**src/hdl/mtg_pkg.sv**
```systemverilog
// ============================================================================
// mtg_pkg
// Shared constants, codes and helper functions of the MT19937 generator.
// ============================================================================
package mtg_pkg;

	localparam int unsigned WORD_W  = 32;
	localparam int unsigned WORDS   = 624;
	localparam int unsigned SHIFT_M = 397;
	localparam int unsigned IDX_W   = $clog2(WORDS);

	localparam logic [WORD_W-1:0] INIT_MUL = 32'd1812433253;
	localparam logic [WORD_W-1:0] UPPER_MASK = 32'h8000_0000;
	localparam logic [WORD_W-1:0] LOWER_MASK = 32'h7fff_ffff;
	localparam logic [WORD_W-1:0] MATRIX_A = 32'h9908_b0df;
	localparam logic [WORD_W-1:0] TEMPER_B = 32'h9d2c_5680;
	localparam logic [WORD_W-1:0] TEMPER_C = 32'hefc6_0000;

	// Item kind carried on the input tuser
	localparam logic OP_DRAW = 1'b0;
	localparam logic OP_SEED = 1'b1;

	// Last index written by the seed fill
	localparam logic [IDX_W-1:0] LAST_IDX = IDX_W'(WORDS - 1);

	typedef logic [WORD_W-1:0] word_t;

	// Seeder status handed to the top level
	typedef struct packed {
		logic busy;
		word_t word;
	} mtg_seed_ctl_t;

	// One step of the twist recurrence: x[n+624] from x[n], x[n+1], x[n+397]
	function automatic word_t twist_word(word_t w_cur, word_t w_nxt, word_t w_far);
		word_t y;
		word_t w;
		y = (w_cur & UPPER_MASK) | (w_nxt & LOWER_MASK);
		w = w_far ^ (y >> 1);
		if (y[0]) begin
			w = w ^ MATRIX_A;
		end
		return w;
	endfunction

	// Output tempering
	function automatic word_t temper(word_t x);
		word_t y;
		y = x;
		y = y ^ (y >> 11);
		y = y ^ ((y << 7) & TEMPER_B);
		y = y ^ ((y << 15) & TEMPER_C);
		y = y ^ (y >> 18);
		return y;
	endfunction

endpackage

```
**src/hdl/mtg_cell.sv**
```systemverilog
// ============================================================================
// mtg_cell
// One word of the generator state; takes its neighbor's word on each shift.
// ============================================================================
module mtg_cell (
	input  logic               clk,
	input  logic               shift,
	input  mtg_pkg::word_t     din,
	output mtg_pkg::word_t     dout
);
	import mtg_pkg::*;

	word_t word_q;

	// payload register, no reset
	always_ff @(posedge clk) begin
		if (shift) begin
			word_q <= din;
		end
	end

	assign dout = word_q;

endmodule

```
**config.mk**
```make
export PLATFORM = sky130hd
export DESIGN_NAME = mtg_cell
export DESIGN_NICKNAME = d
export VERILOG_FILES = /design/src/hdl/mtg_pkg.sv /design/src/hdl/mtg_cell.sv
export SDC_FILE = /design/constraint.sdc
export NUM_CORES = 1
export LEC_CHECK = 0
export BUFFER_PORTS_ARGS = -buffer_cell sky130_fd_sc_hd__clkbuf_2
export CORE_UTILIZATION = 42
export CTS_CLUSTER_DIAMETER = 50
export DETAILED_ROUTE_END_ITERATION = 10
export GPL_ROUTABILITY_DRIVEN = 1
export MAX_ROUTING_LAYER = met4
export PLACE_DENSITY_LB_ADDON = 0.1
export SYNTH_ARGS = -nofsm -noshare
export SYNTH_HDL_FRONTEND = slang
export SYNTH_SLANG_ARGS = --single-unit
```
**constraint.sdc**
```tcl
create_clock -name clk -period 1.1 [get_ports clk]
set_input_delay 0.22 -clock clk [delete_from_list [all_inputs] [get_ports clk]]
set_output_delay 0.22 -clock clk [all_outputs]
set_load 0.01 [all_outputs]
```
==> summary.md <==
| Metric | Value |
|---|---|
| Slowest CP cell | `edfxtp_1` |
| DRC viols | `0` |
| Crit path buffers/inverters | `1` |
| Initial antenna violation count | `0` |
| Tmin final | `about 1.1 ns` |
| Crit path largest cell delay | `around 0.4 ns` |
| Post-route cell area | `0.00142 sq mm` |
| Overall die area | `about 0.0025 sq mm` |
| Worst setup path class | `register to output port` |
| Total wire length | `1.50 mm` |
| Vias in the first global route | `~540` |
| CTS tree | `built` |
| Sw Share | `roughly a fifth` |
| MaxCap Viol Count | `0` |
| DIE HEIGHT | `49.8 um` |
| Crit-path leading delay family | `flip-flops` |
| RSZ-0062 raised after global routing | `yes` |
| # IOs | `between 60 and 70` |
| Slew headroom | `89.2%` |
| GRT overflow | `0` |
| Critical Path Source Type | `register` |
| Avg Inst Size Synth | `between 30 and 40 sq um` |
| Core area | `slightly above 0.002 sq mm` |
| Tcrit/Tclk final | `a little over nine tenths` |
| First-pass GRT wire length | `2.33 mm` |
| Gr usage total | `between 10 and 15%` |
| Cts bufs inserted | `5` |
| CTS max path bufs | `2` |
| Clock network fraction of design power | `between 30 and 40%` |
| Fmax | `roughly 0.94 GHz` |
| Hold WC Path Type | `input pin to register` |
| Vias | `around 560` |
| Fin util | `about two thirds` |
| Number of routed nets with antenna violations | `0` |
| Clk pin slew, worst setup/hold paths | `~0.090 ns` |
| Endpoint class of the critical path | `output port` |
| Largest net degree at the start of global routing | `33` |
| Peak VDD IR | `between 0.001 and 0.0015 V` |
| Clk sinks | `32` |
| Fin. max-slew vios | `0` |
| Arr. time, crit path | `approximately 0.84 ns` |
| Via/cell ratio | `about 4.2` |
| Initial DRC Count | `6` |
| Sequential element share of the synthesized area | `100%` |
| Status | `complete, no violations` |
| Sw Pwr | `a little under 500 uW` |
| Yosys reg bits | `32` |
| Synthesized net count | `between 60 and 70` |
| Post-CTS Hold Buffers | `0` |
| Worst-margin pin slew | `between 0.15 and 0.2 ns` |
| # setup viols final | `0` |
| Mapped Cells | `32` |
| Area grow syn2layout | `47.3%` |
| Setup ws final | `about 0.037 ns` |
| Int Power | `2020 uW` |
| DR pass1 iterations | `2` |
| Mapped Area | `961 sq um` |
| Power per cell area | `about 1800 mW/mm^2` |
| ANT cells | `0` |
| Critical-path cell list | `clkbuf_2` |
| Final Hold Viols | `0` |
| Share of cells above drive strength 1 | `between 60% and 70%` |
| Die width | `approximately 50 um` |
| Comb power frac | `8.8%` |
| Routability Congestion | `between 0.5 and 0.6` |
| Pre-CTS WS | `between 0.2 and 0.3 ns` |
| Static leakage | `about 0.00063 uW` |
| PortBufs | `between 60 and 70` |
| Comb_multi_in | `0` |
| Multi-input gate area | `0 sq um` |
| CP Max Fanout | `1` |
| Filler cells | `146` |
| Req. time, crit path | `roughly 0.88 ns` |
| Core Rows | `16` |
| Library cells used by synthesis | `1` |
| Htree depth | `2` |
| Post-detailed-route wirelength per cell | `11.2 um` |
| Initial Util | `46.6%` |
| YS warnings | `0` |
| DP Area | `about 0.0013 sq mm` |
| Power share of the sequential group | `58.8%` |
| Fin nets | `139` |
| Clk root buf | `clkbuf_4` |
| Largest register FFs | `32` |
-- layout make-up --
| type | count | area, sq um | share of cell area [%] |
|---|---|---|---|
| flip-flops and latches | 32 | 961 | 67.9 |
| repair buffers | 66 | 345 | 24.4 |
| clock buffers | 5 | 37.5 | 2.65 |
| clock inverters | 3 | 37.5 | 2.65 |
| well taps | 27 | 33.8 | 2.39 |
-- synth_stat cells --
| cell type | count | area share, % |
|---|---|---|
| edfxtp_1 | 32 | 100 |
-- kinds of logic after synthesis --
group  count (synthesis)  synth area share, %
DFF                   32                  100
-- layer usage --
layer  track usage (%)  wire (um)  vias to the layer above
li1                  -          -                      277
met1              12.7        506                      239
met2              25.0        802                       41
met3              6.17        155                        5
met4              8.57         32                        0
met5                 -          0                        -
-- worst paths after layout --
kind                           start                 end  slack [ns]  cells past startpoint
hold / removal               din[15]  dout[15]$_DFFE_PP_        0.07                      1
setup / recovery  dout[20]$_DFFE_PP_            dout[20]        0.04                      1
-- cells in the final DEF (no fill, tap or decap), drive strengths merged --
master  instances
edfxtp         32
clkinv          2
bufinv          1
clkbuf         69
buf             2
-- power groups by stage --
| stage | Combinational [uW] | Clock (uW) | Sequential, uW |
|---|---|---|---|
| 2_1_floorplan | 0 | 0 | 1550 |
| 3_3_place_gp | 221 | 0 | 1500 |
| 3_5_place_dp | 224 | 0 | 1500 |
| 4_1_cts | 224 | 838 | 1470 |
| 5_1_grt | 239 | 886 | 1480 |
| 6_report | 220 | 808 | 1470 |
-- repair_timing --
action                     4_1_cts  5_1_grt
buffers inserted                 0        0
resized for setup                0        1
setup endpoints to repair        0        8
-- per-stage QoR --
stage,power (uW),setup TNS (ns),std cells,hold slack [ns]
2_1_floorplan,1550,0,32,0.319
3_3_place_gp,1720,0,125,0.397
3_5_place_dp,1720,0,125,0.399
4_1_cts,2530,0,133,0.0565
5_1_grt,2610,-0.0756,133,0.0462
6_report,2500,0,133,0.0715
Note: power is estimated with default switching activity, not from simulation.
