$ cat src/hdl/mtg_pkg.sv
// ============================================================================
// mtg_pkg
// Shared constants, codes and helper functions of the MT19937 generator.
// ============================================================================
package mtg_pkg;

	localparam int unsigned WORD_W  = 32;
	localparam int unsigned WORDS   = 624;
	localparam int unsigned SHIFT_M = 397;
	localparam int unsigned IDX_W   = $clog2(WORDS);

	localparam logic [WORD_W-1:0] INIT_MUL = 32'd1812433253;
	localparam logic [WORD_W-1:0] UPPER_MASK = 32'h8000_0000;
	localparam logic [WORD_W-1:0] LOWER_MASK = 32'h7fff_ffff;
	localparam logic [WORD_W-1:0] MATRIX_A = 32'h9908_b0df;
	localparam logic [WORD_W-1:0] TEMPER_B = 32'h9d2c_5680;
	localparam logic [WORD_W-1:0] TEMPER_C = 32'hefc6_0000;

	// Item kind carried on the input tuser
	localparam logic OP_DRAW = 1'b0;
	localparam logic OP_SEED = 1'b1;

	// Last index written by the seed fill
	localparam logic [IDX_W-1:0] LAST_IDX = IDX_W'(WORDS - 1);

	typedef logic [WORD_W-1:0] word_t;

	// Seeder status handed to the top level
	typedef struct packed {
		logic busy;
		word_t word;
	} mtg_seed_ctl_t;

	// One step of the twist recurrence: x[n+624] from x[n], x[n+1], x[n+397]
	function automatic word_t twist_word(word_t w_cur, word_t w_nxt, word_t w_far);
		word_t y;
		word_t w;
		y = (w_cur & UPPER_MASK) | (w_nxt & LOWER_MASK);
		w = w_far ^ (y >> 1);
		if (y[0]) begin
			w = w ^ MATRIX_A;
		end
		return w;
	endfunction

	// Output tempering
	function automatic word_t temper(word_t x);
		word_t y;
		y = x;
		y = y ^ (y >> 11);
		y = y ^ ((y << 7) & TEMPER_B);
		y = y ^ ((y << 15) & TEMPER_C);
		y = y ^ (y >> 18);
		return y;
	endfunction

endpackage

$ cat src/hdl/mtg_seeder.sv
// ============================================================================
// mtg_seeder
// Seed fill sequencer: produces words 1..623 of the init recurrence.
// ============================================================================
module mtg_seeder (
	input  logic                  clk,
	input  logic                  arst_n,
	input  logic                  start,
	input  mtg_pkg::word_t        tail,
	output mtg_pkg::mtg_seed_ctl_t ctl
);
	import mtg_pkg::*;

	logic             busy_q;
	logic [IDX_W-1:0] idx_q;
	word_t            mix;
	word_t            prod;

	// w[i] = MUL * (w[i-1] ^ (w[i-1] >> 30)) + i, w[i-1] sits in the tail cell
	always_comb begin
		mix  = tail ^ (tail >> 30);
		prod = INIT_MUL * mix;
	end

	// fill counter
	always_ff @(posedge clk or negedge arst_n) begin
		if (!arst_n) begin
			busy_q <= 1'b0;
			idx_q  <= '0;
		end else if (start) begin
			busy_q <= 1'b1;
			idx_q  <= IDX_W'(1);
		end else if (busy_q) begin
			if (idx_q == LAST_IDX) begin
				busy_q <= 1'b0;
			end
			idx_q <= idx_q + IDX_W'(1);
		end
	end

	assign ctl.busy = busy_q;
	assign ctl.word = prod + WORD_W'(idx_q);

endmodule
$ cat config.mk
export PLATFORM = sky130hd
export DESIGN_NAME = mtg_seeder
export DESIGN_NICKNAME = d
export VERILOG_FILES = /design/src/hdl/mtg_pkg.sv /design/src/hdl/mtg_seeder.sv
export SDC_FILE = /design/constraint.sdc
export NUM_CORES = 1
export LEC_CHECK = 0
export BUFFER_PORTS_ARGS = -buffer_cell sky130_fd_sc_hd__buf_2
export CORE_ASPECT_RATIO = 1.25
export CORE_UTILIZATION = 55
export CTS_CLUSTER_DIAMETER = 80
export DETAILED_ROUTE_END_ITERATION = 12
export PLACE_DENSITY = 0.83
export SETUP_SLACK_MARGIN = 0.05
export SKIP_LAST_GASP = 1
export SYNTH_ARGS = -nofsm -noshare
export SYNTH_HDL_FRONTEND = slang
export SYNTH_SLANG_ARGS = --single-unit
$ cat constraint.sdc
create_clock -name clk -period 10.6 [get_ports clk]
set_input_delay 1.59 -clock clk [delete_from_list [all_inputs] [get_ports clk]]
set_output_delay 1.59 -clock clk [all_outputs]
set_load 0.01 [all_outputs]
==> results.txt <==
----------------------------------------------------
[Status]
  Outcome ... completed

[Timing]
  Slew margin rel. ... 61.38%
  Max Slew Vio Count ... 0
  Final critical path time including I/O delays and setup ... 9.780 ns
  Setup TNS ... 0 ns
  Setup repair after global routing missed its margin ... false
  Peak clock frequency supported by timing ... 0.1023 GHz
  Worst clock skew on the final layout ... 0.001135 ns
  Final period utilization ... 92.26%
  Setup-failing EPs final ... 0
  Final hold vios ... 0
  Least-Margin Pin Slew ... 0.5773 ns

[Synth]
  Synth unique cells ... 51
  Most common library cells after synthesis ... inv_1, ha_1, fa_1
  Portion of netlist area occupied by mux cells ... 0.3511%
  Synth warn ... 0
  Portion of synthesized cell area occupied by the leading cell type ... 34.38%
  Avg Synthesized Cell Area ... 9.911 um2
  Number of instances in the synthesized netlist ... 899
  Largest cells by area after synthesis ... fa_1, ha_1, inv_1
  Share of the yosys chip area belonging to registers ... 3.089%
  Compound-Gate Fraction of Synth Area ... 6.109%
  Synth Flop Type ... dfrtp_1
  Number of synthesized flops with an enable pin ... 0
  Post-synthesis xor/xnor area fraction ... 6.586%
  Cell taking the most area after synthesis ... fa_1
  FF+latch count, synth ... 11
  Most frequent cell after synthesis ... inv_1
  Number of nets produced by synthesis ... 1325
  Post-synthesis adder-cell area fraction ... 67.80%
  Main combinational cell family by area after synthesis ... adder cells
  Async S/R FF share, synth ... 100.0%
  Synth Cell Area ... 8910 um2
  Area fraction in and, or, nand and nor cells after synthesis ... 4.859%

[Critical path]
  Worst setup path class ... primary input to primary output
  Critical path arrival ... 8.19 ns
  Worst reg2reg path depth ... 5
  Crit path largest cell delay ... 0.52 ns
  Slowest cell on the critical path ... fa_1
  Kind of end point of the critical path ... primary output
  Required time of the critical path ... 9.01 ns
  Critical Path Most Common Cell ... fa_1
  Maximum fanout along the worst path ... 6
  Critical path startpoint category ... primary input

[Clocking]
  Number of clock sinks seen by CTS ... 11
  Post-CTS Setup Inserts ... 0
  Clock input transition at the sequential cells of the worst setup and hold paths ... 0.04 ns
  H-tree depth ... 1
  Cts bufs inserted ... 3
  Deepest clock path buffer count ... 2
  Worst skew pair latency ... 0.23 ns
  Number of buffers added to fix hold violations after cts ... 0
  Clock tree from TritonCTS ... done
  Post-cts repair resize count ... 0
  Clock tree root buffer cell ... clkbuf_16

[Placement]
  Post-detailed-placement half-perimeter wirelength ... 17360 um
  Count of port buffers added during placement ... 67
  Placer Congestion ... 0.9029

[Cells and area]
  Area delta synth->final ... 7.625%
  Core occupancy in the finished layout ... 61.09%
  Count of antenna diodes in the layout ... 0
  Total number of nets in the final design ... 1396
  Share of layout cells above drive strength 1 ... 9.185%

[Global route]
  Antenna violations before repair ... 0
  Total global routing track utilization ... 25.32%
  Wire length of the first global-routing pass ... 32780 um
  Total gr overflow ... 0
  Vias in the first global route ... 7020
  Largest net degree at the start of global routing ... 13

[Drt]
  Residual DRC count ... 0
  Number of detailed-routing iterations run before antenna repair ... 4
  Routed via count divided by cell count ... 5.282
  Via count ... 6238
  Iteration-0 DRC count of the detailed router ... 201
  Aggregate routed wire length ... 19070 um
  Post-detailed-route wirelength per cell ... 16.15 um
  Remaining antenna violation count ... 0

[Floorplan]
  Starting Density ... 56.76%
  Floorplan row count ... 51
  Placeable core region ... 15700 um2
  DIE HEIGHT ... 144.3 um
  Chip Width ... 115.8 um
  I/O pins ... 68
  Area of the die ... 16720 um2

[Flow run]
  Number of maximum-capacitance constraint violations ... 0

[Min path]
  Number of cells traversed by the worst hold path ... 2
  Min-Delay Path Class ... register to register

----------------------------------------------------
==> critical path: cells and delay by family <==
kind	cells	cell delay, ns
adders and majority gates	9	3.48
buffers and inverters	6	0.45
muxes	1	0.33
xor gates and xnor gates	2	0.79
AOI/OAI and AO/OA	5	0.73
and+or+nand+nor	3	0.81
==> through the flow <==
stage	hold slack, ns	std cells	instance area (um2)	setup WS [ns]
after floorplan	0.5609	899	8910	1.492
after global placement	0.6040	1177	9510	1.014
after detailed placement	0.6188	1177	9510	0.8274
after CTS	0.6323	1181	9589	0.8012
after global routing	0.6655	1181	9589	0.4864
final	0.6298	1181	9589	0.8204
==> per-layer routing <==
metal / vias up / part of all wire (%) / GRT usage [%]
li1: 2960 / - / -
met1: 3031 / 38 / 28.27
met2: 168 / 52 / 46.77
met3: 79 / 4.1 / 3.060
met4: 0 / 5.8 / 13.02
met5: - / 0 / 0
==> cell families after synthesis <==
| family | count (synthesis) |
|---|---|
| buf+inv | 265 |
| simple gates | 88 |
| xor+xnor | 67 |
| compound gates | 74 |
| flops | 11 |
| mux | 3 |
| fa+ha+maj | 391 |
==> cell type report <==
type                    instances  area, um2
multi-input cells             623       7636
fillers                      1290       6108
inverters                     262      983.4
repair buffers                 69      350.3
flip-flops and latches         11      275.3
well taps                     212      265.3
clock buffers                   4      78.83
==> registers in the layout (all words and copies together) (netlist names) <==
name,flops
busy_q,1
idx_q,10
==> worst paths after layout <==
check	startpoint	to	slack (ns)
worst min-delay path	idx_q[0]$_DFFE_PN0P_	idx_q[0]$_DFFE_PN0P_	0.63
worst max register to register	idx_q[2]$_DFFE_PN0P_	idx_q[9]$_DFFE_PN0P_	9.04
worst max-delay path	tail[30]	ctl[30]	0.82
min in group asynchronous	arst_n	idx_q[1]$_DFFE_PN0P_	1.22
max in group asynchronous	arst_n	idx_q[3]$_DFFE_PN0P_	9.18
worst min register to register	idx_q[0]$_DFFE_PN0P_	idx_q[0]$_DFFE_PN0P_	0.63
==> cells in the final DEF (no fill, tap or decap), types with 2 or more instances in the layout <==
cell type / n
inv_1: 262
ha_1: 238
fa_1: 153
buf_2: 67
xnor2_1: 50
nor2_1: 30
nand2_1: 18
xor2_1: 17
a21oi_1: 17
o21ai_0: 13
dfrtp_1: 11
a21o_1: 9
nand3_1: 6
a211oi_1: 6
nand2b_1: 6
nand4_1: 5
and2_1: 4
nor3_1: 4
o21a_1: 3
a31oi_1: 3
nor2b_1: 3
o21bai_1: 3
clkbuf_16: 3
o21ai_1: 2
o21ai_2: 2
o31ai_4: 2
and3_2: 2
o2111ai_1: 2
mux2i_1: 2
nand3b_1: 2
buf_4: 2
Power is not shown: default switching activity piles up to over one toggle a cycle in this logic, so the estimate is an artifact.
